**src/design/ppu_scanline_fetch_sequencer_macros.svh**
```systemverilog
// assertion macros for the scanline fetch sequencer
`ifndef PPU_SCANLINE_FETCH_SEQUENCER_MACROS_SVH
`define PPU_SCANLINE_FETCH_SEQUENCER_MACROS_SVH

// same-cycle implication, checked out of reset
`define SFS_CHECK_IMP(lbl, ante, cons, msg) \
  lbl: assert property (@(posedge clk) disable iff (!rst_n) (ante) |-> (cons)) \
    else $error(msg);

// next-cycle implication, checked out of reset
`define SFS_CHECK_NXT(lbl, ante, cons, msg) \
  lbl: assert property (@(posedge clk) disable iff (!rst_n) (ante) |=> (cons)) \
    else $error(msg);

`endif

```
**src/design/ppu_sfs_pkg.sv**
```systemverilog
// shared types and constants of the scanline fetch sequencer
package ppu_sfs_pkg;

  // fetch kinds
  localparam logic [2:0] KIND_NONE   = 3'd0;
  localparam logic [2:0] KIND_NAME   = 3'd1;
  localparam logic [2:0] KIND_ATTR   = 3'd2;
  localparam logic [2:0] KIND_PLO    = 3'd3;
  localparam logic [2:0] KIND_PHI    = 3'd4;

  // dot phase within an eight-dot fetch group
  localparam logic [2:0] PHASE_NAME  = 3'd2;
  localparam logic [2:0] PHASE_ATTR  = 3'd4;
  localparam logic [2:0] PHASE_PLO   = 3'd6;
  localparam logic [2:0] PHASE_PHI   = 3'd0;

  // configuration register indexes
  localparam int unsigned REG_SCROLL_T     = 0;
  localparam int unsigned REG_PATTERN_HALF = 1;

  // timing
  localparam logic [8:0] LAST_DOT      = 9'd340;
  localparam logic [8:0] NMI_LINE      = 9'd241;
  localparam logic [8:0] PRE_LINE      = 9'd261;
  localparam logic [8:0] FIRST_IDLE    = 9'd240;
  localparam logic [8:0] WIN_A_END     = 9'd256;
  localparam logic [8:0] WIN_B_START   = 9'd321;
  localparam logic [8:0] HORI_DOT      = 9'd257;
  localparam logic [8:0] VERT_FIRST    = 9'd280;
  localparam logic [8:0] VERT_LAST     = 9'd304;

  // scroll copy masks and address bases
  localparam logic [14:0] HORI_MASK    = 15'h041F;
  localparam logic [14:0] VERT_MASK    = 15'h7BE0;
  localparam logic [13:0] NAME_BASE    = 14'h2000;
  localparam logic [13:0] ATTR_BASE    = 14'h23C0;

  // sequencer state
  typedef struct packed {
    logic [14:0] v;
    logic [8:0]  dot;
    logic [8:0]  line;
    logic        odd;
    logic [15:0] name_sh;
    logic [15:0] attr_sh;
    logic [15:0] plo_sh;
    logic [15:0] phi_sh;
    logic        nmi;
  } state_t;

  // per-tick fetch result
  typedef struct packed {
    logic [2:0]  kind;
    logic [13:0] addr;
    logic        clr;
  } fetch_t;

endpackage

```
**src/design/ppu_scanline_fetch_sequencer.sv**
```systemverilog
// Background fetch sequencer with loopy scroll: one input word per dot tick carries the byte
// that memory returns for the fetch issued on that same tick; one result word per tick gives
// the fetch issued, the new position, v, the interrupt level and the four byte histories. It
// sustains one word per clock while the result word is not stalled; a word taken waits in the
// input register, and the step logic's state update and fetch are registered together into the
// sequencer state and result registers. While the result word is stalled the input register
// holds one further word. Configuration (scroll t at index 0, pattern half at index 1) is
// always ready; other indexes are ignored.
module ppu_scanline_fetch_sequencer #(
  parameter int CfgIndexWidth = 2
) (
  input  logic                     clk,
  input  logic                     rst_n,
  input  logic                     in_valid,
  output logic                     in_stall,
  input  logic [7:0]               in_read_data,
  output logic                     out_valid,
  input  logic                     out_stall,
  output logic [2:0]               out_fetch_kind,
  output logic [13:0]              out_fetch_address,
  output logic [8:0]               out_dot_now,
  output logic [8:0]               out_line_now,
  output logic [14:0]              out_scroll_v,
  output logic                     out_nmi_active,
  output logic                     out_status_clear,
  output logic [15:0]              out_name_history,
  output logic [15:0]              out_attr_history,
  output logic [15:0]              out_plane_low_history,
  output logic [15:0]              out_plane_high_history,
  input  logic                     cfg_valid,
  output logic                     cfg_ready,
  input  logic [CfgIndexWidth-1:0] cfg_index,
  input  logic [14:0]              cfg_data
);

  `include "ppu_scanline_fetch_sequencer_macros.svh"

  logic                in_valid_r;
  logic [7:0]          in_data_r;
  logic                out_valid_r;
  logic [14:0]         scroll_t_r;
  logic                pattern_half_r;
  ppu_sfs_pkg::state_t state_r;
  ppu_sfs_pkg::state_t state_nxt;
  ppu_sfs_pkg::fetch_t fetch_nxt;
  ppu_sfs_pkg::fetch_t fetch_r;
  logic                step_go;
  logic                in_take;

  // handshake
  assign step_go   = in_valid_r && (!out_valid_r || !out_stall);
  assign in_stall  = in_valid_r && !step_go;
  assign in_take   = in_valid && !in_stall;
  assign cfg_ready = 1'b1;
  assign out_valid = out_valid_r;

  // configuration registers
  always_ff @(posedge clk) begin
    if (!rst_n) begin
      scroll_t_r     <= '0;
      pattern_half_r <= 1'b0;
    end else if (cfg_valid) begin
      if (cfg_index == CfgIndexWidth'(ppu_sfs_pkg::REG_SCROLL_T)) begin
        scroll_t_r <= cfg_data;
      end else if (cfg_index == CfgIndexWidth'(ppu_sfs_pkg::REG_PATTERN_HALF)) begin
        pattern_half_r <= cfg_data[0];
      end
    end
  end

  // input register
  always_ff @(posedge clk) begin
    if (!rst_n) begin
      in_valid_r <= 1'b0;
    end else if (in_take) begin
      in_valid_r <= 1'b1;
    end else if (step_go) begin
      in_valid_r <= 1'b0;
    end
  end

  always_ff @(posedge clk) begin
    if (in_take) begin
      in_data_r <= in_read_data;
    end
  end

  // step logic
  ppu_sfs_step u_step (
    .cur          (state_r),
    .rd           (in_data_r),
    .scroll_t     (scroll_t_r),
    .pattern_half (pattern_half_r),
    .nxt          (state_nxt),
    .fetch        (fetch_nxt)
  );

  // sequencer state
  always_ff @(posedge clk) begin
    if (!rst_n) begin
      state_r <= '0;
    end else if (step_go) begin
      state_r <= state_nxt;
    end
  end

  // result register
  always_ff @(posedge clk) begin
    if (!rst_n) begin
      out_valid_r <= 1'b0;
    end else if (step_go) begin
      out_valid_r <= 1'b1;
    end else if (!out_stall) begin
      out_valid_r <= 1'b0;
    end
  end

  always_ff @(posedge clk) begin
    if (step_go) begin
      fetch_r <= fetch_nxt;
    end
  end

  // result word: fetch of this tick and state after it
  assign out_fetch_kind         = fetch_r.kind;
  assign out_fetch_address      = fetch_r.addr;
  assign out_status_clear       = fetch_r.clr;
  assign out_dot_now            = state_r.dot;
  assign out_line_now           = state_r.line;
  assign out_scroll_v           = state_r.v;
  assign out_nmi_active         = state_r.nmi;
  assign out_name_history       = state_r.name_sh;
  assign out_attr_history       = state_r.attr_sh;
  assign out_plane_low_history  = state_r.plo_sh;
  assign out_plane_high_history = state_r.phi_sh;

  // checks
  `SFS_CHECK_IMP(a_dot_range, 1'b1, state_r.dot <= ppu_sfs_pkg::LAST_DOT, "dot beyond line end")
  `SFS_CHECK_IMP(a_no_fetch_addr, out_valid_r && (fetch_r.kind == ppu_sfs_pkg::KIND_NONE), fetch_r.addr == 14'd0, "address without fetch")
  `SFS_CHECK_IMP(a_clr_nmi, out_valid_r && fetch_r.clr, !state_r.nmi && (state_r.dot == 9'd2), "status clear out of place")
  `SFS_CHECK_NXT(a_step_out, step_go, out_valid_r, "stepped word not presented")

endmodule

```
**src/design/ppu_sfs_step.sv**
```systemverilog
// next-state and fetch logic for one dot tick
module ppu_sfs_step (
  input  ppu_sfs_pkg::state_t cur,
  input  logic [7:0]          rd,
  input  logic [14:0]         scroll_t,
  input  logic                pattern_half,
  output ppu_sfs_pkg::state_t nxt,
  output ppu_sfs_pkg::fetch_t fetch
);

  // coarse-x increment with horizontal nametable wrap
  function automatic logic [14:0] coarse_x(input logic [14:0] v);
    logic [14:0] r;
    r = v;
    if (v[4:0] == 5'h1F) begin
      r[4:0] = 5'h00;
      r[10]  = ~v[10];
    end else begin
      r = v + 15'd1;
    end
    return r;
  endfunction

  // fine-y increment spilling into coarse y
  function automatic logic [14:0] fine_y(input logic [14:0] v);
    logic [14:0] r;
    logic [4:0]  cy;
    r  = v;
    cy = v[9:5];
    if (v[14:12] != 3'd7) begin
      r[14:12] = v[14:12] + 3'd1;
    end else begin
      r[14:12] = 3'd0;
      if (cy == 5'd29) begin
        cy    = 5'd0;
        r[11] = ~v[11];
      end else if (cy == 5'd31) begin
        cy = 5'd0;
      end else begin
        cy = cy + 5'd1;
      end
      r[9:5] = cy;
    end
    return r;
  endfunction

  logic [8:0]  nd_dot;
  logic [8:0]  nd_line;
  logic [13:0] pbase;
  logic        render;
  logic        in_window;

  // plain dot advance
  assign nd_dot  = (cur.dot >= ppu_sfs_pkg::LAST_DOT) ? 9'd0 : cur.dot + 9'd1;
  assign nd_line = (cur.dot >= ppu_sfs_pkg::LAST_DOT)
                 ? ((cur.line >= ppu_sfs_pkg::PRE_LINE) ? 9'd0 : cur.line + 9'd1)
                 : cur.line;

  assign render    = (cur.line < ppu_sfs_pkg::FIRST_IDLE) || (cur.line == ppu_sfs_pkg::PRE_LINE);
  assign in_window = ((cur.dot >= 9'd1) && (cur.dot <= ppu_sfs_pkg::WIN_A_END))
                   || (cur.dot >= ppu_sfs_pkg::WIN_B_START);
  // pattern base from the newest nametable byte and fine y
  assign pbase     = {1'b0, pattern_half, cur.name_sh[15:8], 1'b0, cur.v[14:12]};

  // one tick of the sequencer
  always_comb begin
    nxt   = cur;
    fetch = '0;
    fetch.kind = ppu_sfs_pkg::KIND_NONE;
    if (!render) begin
      nxt.dot  = nd_dot;
      nxt.line = nd_line;
      if ((nd_line == ppu_sfs_pkg::NMI_LINE) && (nd_dot == 9'd1)) begin
        nxt.nmi = 1'b1;
      end
    end else if ((cur.line == ppu_sfs_pkg::PRE_LINE) && (cur.dot == 9'd1)) begin
      fetch.clr = 1'b1;
      nxt.nmi   = 1'b0;
      nxt.dot   = nd_dot;
      nxt.line  = nd_line;
    end else begin
      if (in_window) begin
        case (cur.dot[2:0])
          ppu_sfs_pkg::PHASE_NAME: begin
            fetch.kind  = ppu_sfs_pkg::KIND_NAME;
            fetch.addr  = ppu_sfs_pkg::NAME_BASE | {2'b00, cur.v[11:0]};
            nxt.name_sh = {rd, cur.name_sh[15:8]};
          end
          ppu_sfs_pkg::PHASE_ATTR: begin
            fetch.kind  = ppu_sfs_pkg::KIND_ATTR;
            fetch.addr  = ppu_sfs_pkg::ATTR_BASE
                        | {2'b00, cur.v[11:10], 4'b0000, cur.v[9:7], cur.v[4:2]};
            nxt.attr_sh = {rd, cur.attr_sh[15:8]};
          end
          ppu_sfs_pkg::PHASE_PLO: begin
            fetch.kind  = ppu_sfs_pkg::KIND_PLO;
            fetch.addr  = pbase;
            nxt.plo_sh  = {rd, cur.plo_sh[15:8]};
          end
          ppu_sfs_pkg::PHASE_PHI: begin
            fetch.kind  = ppu_sfs_pkg::KIND_PHI;
            fetch.addr  = pbase | 14'h0008;
            nxt.phi_sh  = {rd, cur.phi_sh[15:8]};
            nxt.v       = (cur.dot == ppu_sfs_pkg::WIN_A_END) ? fine_y(cur.v) : coarse_x(cur.v);
          end
          default: begin
          end
        endcase
      end
      // copies from t
      if (cur.dot == ppu_sfs_pkg::HORI_DOT) begin
        nxt.v = (nxt.v & ~ppu_sfs_pkg::HORI_MASK) | (scroll_t & ppu_sfs_pkg::HORI_MASK);
      end
      if ((cur.line == ppu_sfs_pkg::PRE_LINE) && (cur.dot >= ppu_sfs_pkg::VERT_FIRST)
          && (cur.dot <= ppu_sfs_pkg::VERT_LAST)) begin
        nxt.v = (nxt.v & ~ppu_sfs_pkg::VERT_MASK) | (scroll_t & ppu_sfs_pkg::VERT_MASK);
      end
      // frame end skips a dot on odd frames
      if ((cur.line == ppu_sfs_pkg::PRE_LINE) && (cur.dot >= ppu_sfs_pkg::LAST_DOT)) begin
        nxt.dot  = {8'd0, cur.odd};
        nxt.line = 9'd0;
        nxt.odd  = ~cur.odd;
      end else begin
        nxt.dot  = nd_dot;
        nxt.line = nd_line;
      end
    end
  end

endmodule

```
**config.mk**
```make
export PLATFORM = sky130hd
export DESIGN_NAME = ppu_scanline_fetch_sequencer
export DESIGN_NICKNAME = d
export VERILOG_FILES = /design/src/design/ppu_sfs_pkg.sv /design/src/design/ppu_scanline_fetch_sequencer.sv /design/src/design/ppu_sfs_step.sv
export VERILOG_INCLUDE_DIRS = /design/src /design/src/design
export SDC_FILE = /design/constraint.sdc
export NUM_CORES = 1
export LEC_CHECK = 0
export BUFFER_PORTS_ARGS = -buffer_cell sky130_fd_sc_hd__buf_2
export CORE_ASPECT_RATIO = 1.4
export CORE_MARGIN = 2
export CORE_UTILIZATION = 25
export DETAILED_ROUTE_END_ITERATION = 12
export GPL_ROUTABILITY_DRIVEN = 0
export PLACE_DENSITY = 0.54
export SYNTH_ARGS = -nofsm -noshare
export SYNTH_HDL_FRONTEND = slang
export SYNTH_SLANG_ARGS = --single-unit
```
**constraint.sdc**
```tcl
create_clock -name clk -period 4.1 [get_ports clk]
set_input_delay 0.205 -clock clk [delete_from_list [all_inputs] [get_ports clk]]
set_output_delay 0.205 -clock clk [all_outputs]
set_load 0.01 [all_outputs]
```
Word-level counts from Yosys, hierarchy flattened

Cells that the tools add are included.

Input bits: 30
Bits in registers: 143
Logic and storage cells: 119

Reductions and logical operators: 30
$lt $le $gt $ge: 8
Muxes and demuxes: 34
Bitwise gates (word level): 9
Equality and inequality tests: 16
Add/subtract/negate cells: 5

Operator list:

| cell                  | number |
|---|---|
| $mux 15               | 9 |
| $pmux 17 s4           | 1 |
| $mux 18               | 3 |
| $ge 9x9->1 const B    | 4 |
| $eq 9x9->1 const B    | 3 |
| $mux 9                | 3 |
| $mux 5                | 5 |
| $reduce_and 5->1      | 4 |
| $add 9x1->9 const B   | 2 |
| $eq 9x1->1 const B    | 2 |
| $le 9x9->1 const B    | 2 |
| $add 15x1->15 const B | 1 |
| $eq 5x5->1 const B    | 3 |
| $or 11x15->15         | 1 |
| $or 15x11->15         | 1 |
| $mux 1                | 11 |
| $eq 9x8->1 const B    | 1 |
| $ge 9x1->1 const B    | 1 |
| $logic_and 1x1->1     | 9 |
| $lt 9x8->1 const B    | 1 |
| $reduce_and 3->1      | 3 |
| $not 1->1             | 7 |
| $eq 3x3->1 const B    | 2 |
| $add 5x1->5 const B   | 1 |
| other kinds (16)      | 22 |

Logic depth before layout (Yosys ltp)

Gate-level depths: netlist of run 1.

Depth after elaboration: 15
Gate-level depth with buffers: 10
Depth with buffers taken out: 9

Cells and area by module

A second synthesis of run 1 with hierarchy kept.

Cells, all modules: 1051
Area total of the unflattened synthesis: 9417.8 µm²

By module, submodules not included:

| module                       | cells each | times used | area an instance (µm²) | seq. area each (µm²) |
|---|---|---|---|---|
| ppu_scanline_fetch_sequencer | 633        | 1          | 6314.8                 | 3123.0 |
| ppu_sfs_step                 | 418        | 1          | 3103.0                 | 0.0 |

Least setup slack after synthesis of run 1

Ideal clock, no wire load.

Kind: flip-flop to flip-flop
From: register state_r, in the netlist out_dot_now[0]
To: register state_r, in the netlist out_scroll_v[5]
Period minus slack after synthesis: 2531 ps
Buffers on the path: 0
Stages on the path, launching flop included: 8
Arrival time: 2403 ps
Setup slack: 1569 ps
Library setup time: 128 ps
Cells stage by stage: dfxtp_1 -> ha_1 -> or3b_1 -> a41oi_1 -> o21ai_2 -> a2111oi_4 -> mux2i_1 -> nor2_1

Longest elaborated chain between the ends: 11
Elaborated cells on any way between the ends: 26
Classes of those cells: 5 x order compare; 3 x eq/ne; 9 x mux; 2 x bitwise; 7 x reduce/logical

Ends and longest elaborated chain:

| element                                             | RTL line                                | RTL |
|---|---|---|
| start, declared                                     | ppu_scanline_fetch_sequencer.sv:43      | `ppu_sfs_pkg::state_t state_r;` |
| start signal, assigned                              | ppu_scanline_fetch_sequencer.sv:103     | `state_r <= state_nxt;` |
| $ge 9x1->1, or another cell as far along            | ppu_sfs_step.sv:60                      | `assign in_window = ((cur.dot >= 9'd1) && (cur.dot <= ppu_sfs_pkg::WIN_A_END))` |
| $logic_and 1x1->1 / $mux 15 (equally long branches) | ppu_sfs_step.sv:60, ppu_sfs_step.sv:104 |  |
| $logic_or 1x1->1 / $mux 15 (equally long branches)  | ppu_sfs_step.sv:61, ppu_sfs_step.sv:83  |  |
| $mux 15                                             | ppu_sfs_step.sv:82                      | `if (in_window) begin` |
| $mux 15                                             | ppu_sfs_step.sv:76                      | `end else if ((cur.line == ppu_sfs_pkg::PRE_LINE) && (cur.dot == 9'd1)) begin` |
| $mux 15                                             | ppu_sfs_step.sv:70                      | `if (!render) begin` |
| $or 15x11->15                                       | ppu_sfs_step.sv:112                     | `nxt.v = (nxt.v & ~ppu_sfs_pkg::HORI_MASK) \| (scroll_t & ppu_sfs_pkg::HORI_MASK);` |
| $mux 15                                             | ppu_sfs_step.sv:111                     | `if (cur.dot == ppu_sfs_pkg::HORI_DOT) begin` |
| $mux 15                                             | ppu_sfs_step.sv:76                      |  |
| $mux 15                                             | ppu_sfs_step.sv:70                      |  |
| $mux 15                                             | ppu_sfs_step.sv:114                     | `if ((cur.line == ppu_sfs_pkg::PRE_LINE) && (cur.dot >= ppu_sfs_pkg::VERT_FIRST)` |

Several ways; a longest one is shown, not always the timed one. The select of a mux whose other input is x is not followed.
A chain may end at the register's enable or synchronous reset.

Worst setup path after layout of run 1

From: register state_r, in the netlist out_dot_now[2]
To: register state_r, in the netlist out_attr_history[6]

Longest elaborated chain between the ends: 4
Elaborated cells on any way between the ends: 10
Classes of those cells: 3 x order compare; 2 x eq/ne; 1 x bitwise; 4 x reduce/logical

Ends and longest elaborated chain:

| element                                              | RTL line |
|---|---|
| $ge 9x1->1, or another cell as far along             | ppu_sfs_step.sv:60 |
| $logic_and 1x1->1, on equally long branches          | ppu_sfs_step.sv:60, ppu_sfs_step.sv:76 |
| $logic_or 1x1->1 / $not 1->1 (equally long branches) | n/a |
| $reduce_and 5->1 (no source line) *                  | n/a |

Every way passes the cells marked *; elsewhere a longest branch is shown, timed or not.

==> results of run 1 <==
## timing repair
action,4_1_cts,5_1_grt
hold buffers,11,0
endpoints found under the setup margin,0,0
setup buffers,0,0
endpoints found under the hold margin,11,0
## path summary, 6_finish.rpt
kind / from / end / slack (ns) / cells past startpoint
hold reg to reg: out_plane_high_history[5] / out_plane_high_history[5] / 0.45 / 2
hold / removal: cfg_data[2] / scroll_t_r[2] / 0.02 / 3
setup reg to reg: out_dot_now[2] / out_attr_history[6] / 1.03 / 6
setup / recovery: out_dot_now[2] / out_attr_history[6] / 1.03 / 6
## registers in the layout (all words and copies together), names as in the netlist
register / cells
in_data_r: 8
in_valid_r: 1
out_attr_history: 16
out_dot_now: 9
out_fetch_address: 14
out_fetch_kind: 3
out_line_now: 9
out_name_history: 16
out_nmi_active: 1
out_plane_high_history: 16
out_plane_low_history: 16
out_scroll_v: 15
out_status_clear: 1
out_valid: 1
pattern_half_r: 1
scroll_t_r: 15
state_r: 1
## layer usage
metal  global-route usage (%)  vias to the layer above  wire [microns]
met4                     4.85                        6             488
met5                        0                        -              41
met1                     15.9                     2873            8750
li1                         -                     2967               -
met3                     3.86                       33            1210
met2                     25.5                      153           11600
## per-stage QoR
stage               total power [mW]  setup slack, ns
global placement                1.72             1.10
floorplan                       1.64             1.57
finish                          3.33             1.03
detailed placement              1.72             1.02
CTS                             3.37             1.00
global route                    3.44            0.715
## cell usage in the layout (no fill, tap or decap), drive strengths merged, types with 11 or more instances in the layout
| master | synthesis | layout |
|---|---|---|
| buf | 106 | 156 |
| dfxtp | 117 | 117 |
| nor2 | 104 | 104 |
| nand2 | 91 | 91 |
| a21oi | 73 | 73 |
| mux2i | 52 | 52 |
| edfxtp | 26 | 26 |
| o21ai | 25 | 25 |
| inv | 11 | 20 |
| nand3 | 18 | 18 |
| clkbuf | 36 | 18 |
| ha | 13 | 13 |
| dlygate4sd3 | 0 | 11 |
| nor3 | 11 | 11 |
## layout make-up
cell class,count,area (sq um)
clock buffers,18,450
well taps,380,475
flip-flops and latches,143,3120
fillers,3183,20700
clock inverters,14,163
repair buffers,167,926
inverters,12,46.3
multi-input cells,547,3370
diodes,2,5.00
## worst max-delay path, cell delays in order (launching register included)
cell and delay (ns):
dfxtp_1 0.94, or4_1 0.39, o41ai_2 0.13, a21oi_2 0.37
nand4_2 0.64, mux2i_1 0.38, nor2_1 0.06
## power by group
group / switching, mW / total [mW] / leakage (nW) / internal, mW
Combinational: 0.135 / 0.205 / 2.19 / 0.0696
Clock: 0.677 / 1.63 / 0.302 / 0.954
Sequential: 0.0350 / 1.49 / 1.20 / 1.46
## cell families after synthesis
group | count (synthesis) | synth area share (%)
XOR/XNOR | 8 | 0.940
AO/OA/AOI/OAI | 166 | 14.5
other | 1 | 0.0503
flip-flops | 143 | 41.9
adder cells (fa/ha/maj) | 13 | 2.18
buffers and inverters | 154 | 13.0
multiplexers | 53 | 7.13
AND/OR/NAND/NOR | 306 | 20.3
==> flow_metrics.env, run 1 <==
export IMPL_wl_mm=22.1
export IMPL_syn_to_final_growth_pct=14.8
export IMPL_final_cells=1283
export IMPL_synth_edf_count=26
export IMPL_wire_per_inst_microns=17.2
export IMPL_grt_start_max_net_pins=62
export IMPL_synth_most_common_cell="dfxtp_1"
export IMPL_drive_gt1_share_pct=23.6
export IMPL_fin_skew_ns=0.0127
export IMPL_synthDistinctLibCells=73
export IMPL_initial_core_util_pct=25.5
export IMPL_grt_pass1_vias=5806
export IMPL_cp_data_required_time_ns=4.38
export IMPL_path_clk_slew_ns=0.07
export IMPL_grt_pass1_wl_mm=33.9
export IMPL_setup_tns_ns=0
export IMPL_placed_cells=1238
export IMPL_drt_pass1_iterations=4
export IMPL_dieWidth_microns=150
export IMPL_synth_top_flop_cell="dfxtp_1"
export IMPL_finalCritPeriodShare_pct=74.8
export IMPL_max_vdd_ir_drop_v=0.000286
export IMPL_syn_num_nets=887
export IMPL_grt_overflow_total=0
export IMPL_cp_arrival_ns=3.35
export IMPL_cts_tree="yes"
export IMPL_cts_buffers=17
export IMPL_whs_ns=0.0221
export IMPL_rsz0062_at_grt="no"
export IMPL_synth_seq_cells=143
export IMPL_ys_top_cells_by_area="dfxtp_1 31%, edfxtp_1 10%, buf_4 10%"
export IMPL_synth_top_area_share_pct=31.4
export IMPL_synthArstFlopShare_pct=0
export IMPL_synth_common_cells="117 x dfxtp_1, 104 x nor2_1, 102 x buf_4"
export IMPL_hpwl_mm=16.3
export IMPL_finish_utilization_pct=29.2
export IMPL_yosysSeqAreaShare_pct=41.9
export IMPL_die_h_microns=208
export IMPL_io_pins=149
export IMPL_cts_root_buf="clkbuf_16"
export IMPL_drc=0
export IMPL_drtIter0Drc=346
export IMPL_setup_viol=0
export IMPL_cp_start_kind="flip-flop"
export IMPL_postRouteAntennaNets=0
export IMPL_h_tree_depth=4
export IMPL_vias=6032
export IMPL_final_area_sq_mm=0.00856
export IMPL_core_area_sq_mm=0.0293
export IMPL_syn_area_per_cell_sq_um=8.83
export IMPL_track_usage_pct=14.2
export IMPL_slew_headroom_pct=23.9
export IMPL_hold_viol=0
export IMPL_antenna_found_initial=5
export IMPL_place_area_sq_mm=0.00783
export IMPL_worst_pin_slew_ns=1.14
export IMPL_syn_area_sq_mm=0.00746
export IMPL_via_per_inst=4.70
export IMPL_worstHoldPathType="in2reg"
export IMPL_fp_row_count=74
export IMPL_die_area_sq_mm=0.0312
export IMPL_cts_resized_gates=0
export IMPL_status="finished clean"
export IMPL_path_class="reg2reg"
export IMPL_port_buffers=147
export IMPL_drv_cap=0
export IMPL_clkSinkCount=143
export IMPL_critical_path_peak_fanout=29
export IMPL_power_leakage_nw=3.69
export IMPL_syn_inst=844
export IMPL_finalMaxSlewViolations=0
export IMPL_clockBufferDepth=2
export IMPL_yosys_warnings=0
export IMPL_final_nets=931
export IMPL_endpoint_kind="flip-flop"
export IMPL_power_density_mw_per_mm2=389
export IMPL_fmax_ghz=0.326
export IMPL_layout_min_cycle_time_ns=3.07
export IMPL_synth_top_cell_by_area="dfxtp_1"
export IMPL_clkLatencyLatePin_ns=0.43
(Power assumes the default switching activity.)
==> run 2: changes to the inputs <==
Settings changed: ABC_AREA set to 1, PLACE_DENSITY 0.54 to 0.53.
Clock period 4.1 ns to 3.1 ns, I/O delays scaled along.
==> flow_metrics.env, run 2 <==
export IMPL_synth_edf_count=26
export IMPL_syn_inst=1054
export IMPL_clkLatencyLatePin_ns=0.43
export IMPL_reg2reg_from="out_line_now[0]"
export IMPL_worst_pin_slew_ns=0.700
export IMPL_synth_seq_cells=143
export IMPL_synth_most_common_cell="nand2_1"
export IMPL_setup_tns_ns=0
export IMPL_via_per_inst=4.57
export IMPL_core_area_sq_mm=0.0307
export IMPL_ys_top_cells_by_area="dfxtp_1 30%, nand2_1 11%, edfxtp_1 10%"
export IMPL_grt_start_max_net_pins=43
export IMPL_track_usage_pct=14.6
export IMPL_clkSinkCount=143
export IMPL_cts_buffers=17
export IMPL_cp_start_kind="flip-flop"
export IMPL_syn_to_final_growth_pct=15.4
export IMPL_synthArstFlopShare_pct=0
export IMPL_fp_row_count=76
export IMPL_synth_top_flop_cell="dfxtp_1"
export IMPL_power_leakage_nw=3.87
export IMPL_antenna_found_initial=0
export IMPL_grt_pass1_wl_mm=37.3
export IMPL_hold_depth=3
export IMPL_status="finished clean"
export IMPL_endpoint_kind="flip-flop"
export IMPL_vias=6990
export IMPL_hpwl_mm=17.6
export IMPL_post_cts_buffers=0
export IMPL_io_pins=149
export IMPL_yosysSeqAreaShare_pct=40.1
export IMPL_h_tree_depth=4
export IMPL_finish_utilization_pct=29.2
export IMPL_critical_path_peak_fanout=16
export IMPL_hold_viol=0
export IMPL_cts_tree="yes"
export IMPL_syn_area_per_cell_sq_um=7.38
export IMPL_fin_skew_ns=0.0111
export IMPL_yosys_warnings=0
export IMPL_dieWidth_microns=153
export IMPL_die_area_sq_mm=0.0326
export IMPL_die_h_microns=213
export IMPL_fillers=3350
export IMPL_port_buffers=147
export IMPL_postRouteAntennaNets=0
export IMPL_cts_root_buf="clkbuf_16"
export IMPL_path_clk_slew_ns=0.06
export IMPL_power_density_mw_per_mm2=534
export IMPL_wl_mm=24.1
export IMPL_grt_overflow_total=0
export IMPL_mostFrequentLayoutCells="230 x nand2_1, 147 x buf_2, 117 x dfxtp_1"
export IMPL_syn_area_sq_mm=0.00778
export IMPL_slew_headroom_pct=52.8
export IMPL_rr_worst_depth=10
export IMPL_synthDistinctLibCells=41
export IMPL_antenna_cells=0
export IMPL_max_vdd_ir_drop_v=0.000283
export IMPL_synth_top_cell_by_area="dfxtp_1"
export IMPL_finalMaxSlewViolations=0
export IMPL_drtIter0Drc=422
export IMPL_synth_common_cells="231 x nand2_1, 117 x dfxtp_1, 107 x nor2_1"
export IMPL_rsz0062_at_grt="no"
export IMPL_seq_area_sq_mm=0.00312
export IMPL_r2r_setup_slack_ns=0.38
export IMPL_syn_num_nets=1097
export IMPL_drc=0
export IMPL_holdPathEnd="out_valid"
export IMPL_setup_viol=0
export IMPL_drv_cap=0
export IMPL_r2r_end="out_plane_high_history[15]"
export IMPL_synth_top_area_share_pct=30.1
export IMPL_fmax_ghz=0.368
export IMPL_path_class="reg2reg"
export IMPL_cp_arrival_ns=3.01
export IMPL_wire_per_inst_microns=15.8
export IMPL_clockBufferDepth=2
export IMPL_multiInputGateArea_sq_mm=0.00333
export IMPL_finalCritPeriodShare_pct=87.6
export IMPL_whs_ns=0.0281
export IMPL_drive_gt1_share_pct=19.7
export IMPL_initial_core_util_pct=25.3
export IMPL_cp_data_required_time_ns=3.39
export IMPL_grt_pass1_vias=6639
export IMPL_hold_start="out_stall"
export IMPL_worstHoldPathType="in2reg"
export IMPL_final_nets=1169
export IMPL_layout_commonest_cell="nand2_1"
export IMPL_layout_min_cycle_time_ns=2.72
export IMPL_drt_pass1_iterations=5
==> run 2: what timing repair did <==
item | 4_1_cts | 5_1_grt
hold endpoints to repair | 24 | 0
hold buffers | 24 | 0
gates resized for setup | 0 | 1
setup endpoints to repair | 0 | 8
==> run 2: worst max-delay path, stage by stage (launching register included) <==
cell and delay [ns]:
dfxtp_1 0.48, ha_1 0.20, nand3_1 0.07, nor2_1 0.11, nand2_1 0.17, o21ai_0 0.32, nand3_2 0.28, nor2_4 0.30
nand2_1 0.40, nand2_1 0.17, a21oi_1 0.07
==> run 2: final cells by class <==
type,instances,area share [%]
inverters,82,3.43
clock inverters,14,1.85
clock buffers,18,4.78
repair buffers,192,12.6
multi-input cells,690,37.1
well taps,390,5.43
flip-flops and latches,143,34.8
==> run 2: where the power goes <==
group	internal [mW]	switching, mW	total (mW)	leakage [nW]
Combinational	0.207	0.417	0.623	2.38
Clock	1.26	0.862	2.13	0.282
Sequential	1.96	0.0834	2.05	1.20
Total	3.43	1.36	4.80	3.87
==> run 2: per-layer routing <==
layer	vias up	GRT usage (%)	part of all wire, %
met3	21	2.76	4.9
met4	0	5.08	1.4
met2	199	26.7	52
li1	3520	-	-
met1	3250	17.1	41
met5	-	0	0
==> run 2: worst max-delay path by stage <==
stage / start / slack (ns) / end
2_1_floorplan: out_dot_now[1] / 1.01 / out_fetch_address[11]
3_3_place_gp: out_line_now[0] / 0.51 / out_attr_history[2]
3_5_place_dp: out_line_now[0] / 0.38 / out_attr_history[13]
4_1_cts: out_line_now[0] / 0.36 / out_attr_history[13]
5_1_grt: out_line_now[0] / 0.008 / out_plane_high_history[3]
6_report: out_line_now[0] / 0.38 / out_plane_high_history[15]
==> run 2: cells by family (layout without fill, tap and decap cells) <==
logic type / count (synthesis) / count (layout) / share of synthesized area [%]
DFF: 143 / 143 / 40.1
AOI/OAI and AO/OA: 183 / 183 / 12.5
xor gates and xnor gates: 6 / 6 / 0.675
buffers and inverters: 221 / 306 / 17.2
adders and majority gates: 13 / 13 / 2.09
and+or+nand+nor: 487 / 487 / 27.4
other: 1 / 1 / 0.0482
==> run 2: stage by stage <==
step	total power [mW]	cell area [sq um]	worst slack [ns]	instances
3_5_place_dp	2.69	8140	0.382	1473
4_1_cts	4.85	8980	0.357	1529
5_1_grt	5.00	8980	0.00760	1529
6_report	4.80	8980	0.384	1529
2_1_floorplan	2.53	7780	1.01	1054
3_3_place_gp	2.69	8140	0.507	1473
